--- src/hw/rtl/cfir_pkg.sv ---
`timescale 1ns / 1ps

package cfir_pkg;

  localparam int TAPS      = 25;
  localparam int TAP_IDX_W = 5;
  localparam int SAMPLE_W  = 16;
  localparam int PROD_W    = 2 * SAMPLE_W;
  localparam int ACC_W     = 38;

  typedef enum logic {
    CMD_FILTER = 1'b0,
    CMD_TAP    = 1'b1
  } cmd_e;

  // one complex 16-bit value: a sample or a coefficient
  typedef struct packed {
    logic signed [SAMPLE_W-1:0] re;
    logic signed [SAMPLE_W-1:0] im;
  } cplx_t;

  // partial sum walking down the cell chain
  typedef struct packed {
    logic                    vld;
    logic signed [ACC_W-1:0] re;
    logic signed [ACC_W-1:0] im;
  } psum_t;

endpackage

--- src/hw/rtl/cfir_cell.sv ---
`timescale 1ns / 1ps

module cfir_cell (
  input  logic           clk_i,
  input  logic           rst_ni,
  input  logic           shift_i,
  input  cfir_pkg::cplx_t sample_i,
  output cfir_pkg::cplx_t sample_o,
  input  logic           tap_we_i,
  input  cfir_pkg::cplx_t tap_i,
  input  cfir_pkg::psum_t psum_i,
  output cfir_pkg::psum_t psum_o
);
  import cfir_pkg::*;

  cplx_t smp_q;
  cplx_t tap_q;

  logic signed [PROD_W-1:0] rr_q, ii_q, ri_q, ir_q;
  logic signed [ACC_W-1:0]  rr_x, ii_x, ri_x, ir_x;

  logic                    vld_q;
  logic signed [ACC_W-1:0] sum_re_q, sum_im_q;

  always_ff @(posedge clk_i or negedge rst_ni) begin
    if (!rst_ni) begin
      smp_q <= '0;
      tap_q <= '0;
      vld_q <= 1'b0;
    end else begin
      if (shift_i) begin
        smp_q <= sample_i;
      end
      if (tap_we_i) begin
        tap_q <= tap_i;
      end
      vld_q <= psum_i.vld;
    end
  end

  // the four partial products, refreshed every cycle
  always_ff @(posedge clk_i) begin
    rr_q <= smp_q.re * tap_q.re;
    ii_q <= smp_q.im * tap_q.im;
    ri_q <= smp_q.re * tap_q.im;
    ir_q <= smp_q.im * tap_q.re;
  end

  assign rr_x = {{(ACC_W-PROD_W){rr_q[PROD_W-1]}}, rr_q};
  assign ii_x = {{(ACC_W-PROD_W){ii_q[PROD_W-1]}}, ii_q};
  assign ri_x = {{(ACC_W-PROD_W){ri_q[PROD_W-1]}}, ri_q};
  assign ir_x = {{(ACC_W-PROD_W){ir_q[PROD_W-1]}}, ir_q};

  // sums wrap at the accumulator width
  always_ff @(posedge clk_i) begin
    if (psum_i.vld) begin
      sum_re_q <= psum_i.re + rr_x - ii_x;
      sum_im_q <= psum_i.im + ri_x + ir_x;
    end
  end

  assign sample_o   = smp_q;
  assign psum_o.vld = vld_q;
  assign psum_o.re  = sum_re_q;
  assign psum_o.im  = sum_im_q;

endmodule

--- config.mk ---
export PLATFORM = sky130hd
export DESIGN_NAME = cfir_cell
export DESIGN_NICKNAME = d
export VERILOG_FILES = /design/src/hw/rtl/cfir_pkg.sv /design/src/hw/rtl/cfir_cell.sv
export SDC_FILE = /design/constraint.sdc
export NUM_CORES = 2
export LEC_CHECK = 0
export BUFFER_PORTS_ARGS = -buffer_cell sky130_fd_sc_hd__buf_2
export CORE_ASPECT_RATIO = 1.2
export CORE_MARGIN = 3
export CORE_UTILIZATION = 55
export CTS_CLUSTER_DIAMETER = 30
export DETAILED_ROUTE_END_ITERATION = 10
export GPL_ROUTABILITY_DRIVEN = 0
export GPL_TIMING_DRIVEN = 0
export PLACE_DENSITY = 0.73
export REMOVE_ABC_BUFFERS = 1
export SLEW_MARGIN = 20
export SYNTH_ARGS = -nofsm -noshare
export SYNTH_HDL_FRONTEND = slang
export SYNTH_SLANG_ARGS = --single-unit
--- constraint.sdc ---
create_clock -name clk_i -period 8.9 [get_ports clk_i]
set_input_delay 0.89 -clock clk_i [delete_from_list [all_inputs] [get_ports clk_i]]
set_output_delay 0.89 -clock clk_i [all_outputs]
set_load 0.02 [all_outputs]
==> results.md <==
Placement:
- The post-DP HPWL is 94100 µm.
- The number of buffers inserted by port buffering is about 250.

Clock tree:
- The longest clock path from root to sink contains 3 buffers.
- The number of gates resized after cts is 0.
- The clock tree root buffer cell is sky130_fd_sc_hd__clkbuf_16.
- The H-tree generated during clock tree synthesis spans 3 levels.
- The CTS buffer count is 74.
- For the worst-skew pair, the clock arrives at the later sink with an insertion delay of ~0.65 ns.
- After clock tree synthesis, the clock-pin slew on the worst setup and hold paths is around 0.04 ns.
- The number of hold buffers added after cts is 0.
- The buffers inserted during post-CTS setup optimization is 0.
- The TritonCTS clock tree is yes.
- The tree built by TritonCTS fans out to around 270 sinks.

Layout:
- The number of fillers in the final layout is just under 8000.
- Leaving out fill and tap cells, the most frequent cells in the layout are sky130_fd_sc_hd__inv_1, sky130_fd_sc_hd__fa_1, sky130_fd_sc_hd__nand2_1, sky130_fd_sc_hd__and2_1, sky130_fd_sc_hd__ha_1.
- Leaving out fill and tap cells, the most frequent cell in the layout is sky130_fd_sc_hd__inv_1.
- The storage element area is approximately 0.0065 mm².
- Of the cells placed in the final design, the portion with a size suffix greater than 1 is 9.59%.
- The area used by multi-input combinational logic is about 0.04 mm².
- The net count of the finished layout is a little over 7000.
- The area overhead of the layout relative to synthesis is 9.61%.

Die:
- ~250 I/O pins were placed.
- The y dimension of the die is roughly 340 µm.
- The core region is approximately 0.094 mm².
- The floorplan die width is around 290 µm.
- The number of rows created at floorplan is between 100 and 150.
- The effective utilization at floorplan is 55.5%.
- The floorplan step defined a die boundary enclosing about 0.1 mm².

Drt:
- The number of optimization iterations in the first detailed-route pass is 8.
- The sum of routed wire length over all layers is 122000 µm.
- After detailed routing, the number of remaining DRC violations is 0.
- The average via count per standard cell is 5.33.
- The residual antenna-violating net count after detailed routing is 0.
- Detailed routing inserted a total of 36600 vias.
- The average wire length per cell after detail routing is 17.7 µm.
- The detailed router's first-iteration violation count is ~2100.

Synth:
- The number of enable flip-flop cells after synthesis is 76.
- The average size of a mapped cell is 9.62 µm².
- The cell area after synthesis is between 0.05 and 0.06 mm².
- The register bit total from synthesis is approximately 270.
- The prevailing post-synth register cell is sky130_fd_sc_hd__dfxtp_1.
- Of the synthesized area, sequential elements account for 12.4%.
- Of all flip-flops after synthesis, the portion carrying an async set or reset was 24.2%.
- The top cell type's share of synthesized area is 43.2%.
- Yosys attributes the largest share of cell area to sky130_fd_sc_hd__fa_1, sky130_fd_sc_hd__ha_1, sky130_fd_sc_hd__inv_1, sky130_fd_sc_hd__and2_1, sky130_fd_sc_hd__dfxtp_1.
- The distinct cell type count after synthesis is 76.
- sky130_fd_sc_hd__fa_1 takes more of the synthesized area than any other cell.
- The number of cells produced by synthesis is roughly 5400.
- For this run, the number of Yosys warnings is 0.

Global routing:
- The number of global-route vias before repair is 40100.
- Entering global routing, the biggest net connects 50 pins.
- The sum of overflow across all layers after global routing is 0.
- Global routing consumed, over all layers together, 26.3% of the routing resources.
- The first global-routing pass estimated ~200000 µm of wire.
- The number of antenna violations at the first check in global routing is 5.

Timing:
- Dividing the final minimum period by the clock period gives around 83%.
- Setup total negative slack on the finished layout was measured at 0 ns.
- The worst relative slew slack is between 30% and 40%.
- For the pin with the worst max-slew slack, the measured transition is between 1 and 1.5 ns.
- The final setup skew is between 0.03 and 0.04 ns.
- After layout, the minimum clock period comes to approximately 7.3 ns.
- Setup repair after global routing left no endpoint under its margin.
- Setup violations remaining at the end of the flow were counted as 0.
- The final count of hold timing violations is 0.
- Derived from the worst setup path, the maximum achievable clock frequency is 0.136 GHz.
- The final max-slew violation count came to 0.

Setup path:
- STA classifies the critical path startpoint as a flop.
- The reg-to-reg setup timing slack is between 1.5 and 2 ns.
- The worst setup path is captured at a flop.
- For the worst setup path, the data required time is 9.41 ns.
- Of all nets on the critical path, the largest fanout is 27.
- In this run the critical register-to-register path is launched from tap_q[15].
- Counting cells, the worst reg-to-reg path comes to 20.
- The critical path data arrival time is roughly 8 ns.
- The end of the worst register-to-register path is ii_q[31].
- The kind of critical path is reg -> reg.

Run:
- The tool flagged a number of max-cap violations equal to 0.

Outcome:
- The flow ran to the end, and the final reports show no timing, DRC or antenna violations.

Worst hold path:
- The type of the worst min-delay path is in -> async.
[worst max-delay path, stage by stage (launching register included)]
cell and delay (ns):
sky130_fd_sc_hd__dfrtp_1 0.81, sky130_fd_sc_hd__inv_2 0.50, sky130_fd_sc_hd__nor2_1 0.23, sky130_fd_sc_hd__fa_1 0.46
sky130_fd_sc_hd__fa_1 0.54, sky130_fd_sc_hd__fa_1 0.45, sky130_fd_sc_hd__fa_1 0.47, sky130_fd_sc_hd__fa_1 0.50
sky130_fd_sc_hd__inv_1 0.05, sky130_fd_sc_hd__fa_1 0.47, sky130_fd_sc_hd__inv_1 0.04, sky130_fd_sc_hd__ha_1 0.38
sky130_fd_sc_hd__nand4_1 0.24, sky130_fd_sc_hd__or3_1 0.51, sky130_fd_sc_hd__nor3_1 0.51, sky130_fd_sc_hd__o21a_1 0.25
sky130_fd_sc_hd__nand2_1 0.08, sky130_fd_sc_hd__a31oi_1 0.19, sky130_fd_sc_hd__a21oi_1 0.14, sky130_fd_sc_hd__o21ai_0 0.26
sky130_fd_sc_hd__xnor2_1 0.10
[worst max path at each step]
stage                      start       end  slack, ns  depth (start not counted)
floorplan           sample_o[31]  ri_q[30]       2.35                         20
global placement       tap_q[31]  rr_q[31]       1.05                         21
detailed placement     tap_q[15]  ii_q[31]       0.96                         20
CTS                    tap_q[15]  ii_q[31]       0.90                         20
global route            tap_q[1]  ri_q[31]       1.11                         19
finish                 tap_q[15]  ii_q[31]       1.55                         20
[synth_stat cells, drive strengths merged (15+ instances only)]
library cell     n
a21o            69
a21oi          149
a31oi           15
and2           500
clkbuf         199
dfrtp           65
dfxtp          128
edfxtp          76
fa            1123
ha             402
inv           1325
mux2            64
nand2          537
nand2b          40
nand3           27
nor2           132
nor2b           19
nor3            43
o21a            35
o21ai           89
o21bai          29
xnor2          163
xor2            39
[metal layers]
layer / global-route usage, % / wire [µm] / up-vias
met5: 0 / 13 / -
met4: 13.3 / 6980 / 2
met3: 3.58 / 7080 / 258
met2: 44.1 / 59600 / 1114
met1: 33.6 / 48200 / 18800
li1: - / - / 16500
[kinds of logic (layout without fill, tap and decap cells)]
family / count (synthesis) / in the layout / share of synthesized area [%]
other: 0 / 1 / 0
buffers and inverters: 1531 / 1735 / 11.0
muxes: 67 / 67 / 1.44
AOI/OAI and AO/OA: 474 / 474 / 6.03
xor gates and xnor gates: 202 / 202 / 3.40
DFF: 269 / 269 / 12.4
and+or+nand+nor: 1347 / 1347 / 12.9
adders and majority gates: 1525 / 1525 / 52.8
[flip-flops by register name (all words and copies together), names as in the netlist]
| name | cells |
|---|---|
| ii_q | 32 |
| ir_q | 32 |
| ri_q | 32 |
| rr_q | 32 |
| sample_o | 32 |
| sum_im_q | 38 |
| sum_re_q | 38 |
| tap_q | 32 |
| vld_q | 1 |
[metrics by stage]
| stage | cell area (µm²) | worst slack [ns] | hold slack (ns) | utilization [%] | cells |
|---|---|---|---|---|---|
| floorplan | 51300 | 2.35 | 0.594 | - | 5211 |
| global placement | 54200 | 1.05 | 0.674 | 57.7 | 6714 |
| detailed placement | 54600 | 0.955 | 0.549 | 58.2 | 6732 |
| CTS | 57100 | 0.897 | 0.109 | 60.8 | 6869 |
| global route | 57100 | 1.11 | 0.137 | 60.8 | 6870 |
| finish | 57100 | 1.55 | 0.145 | 60.8 | 6870 |
[layout make-up]
type                    count  area share (%)
inverters                1327            8.73
flip-flops and latches    269            11.5
well taps                1250            2.74
repair buffers            271            2.95
diodes                      1         0.00438
clock inverters            37           0.554
multi-input cells        3615            69.8
clock buffers             100            3.72
Power is left out: the tool's default activity adds up to more than one toggle a clock period on the data nets, which glitch-free logic cannot reach.
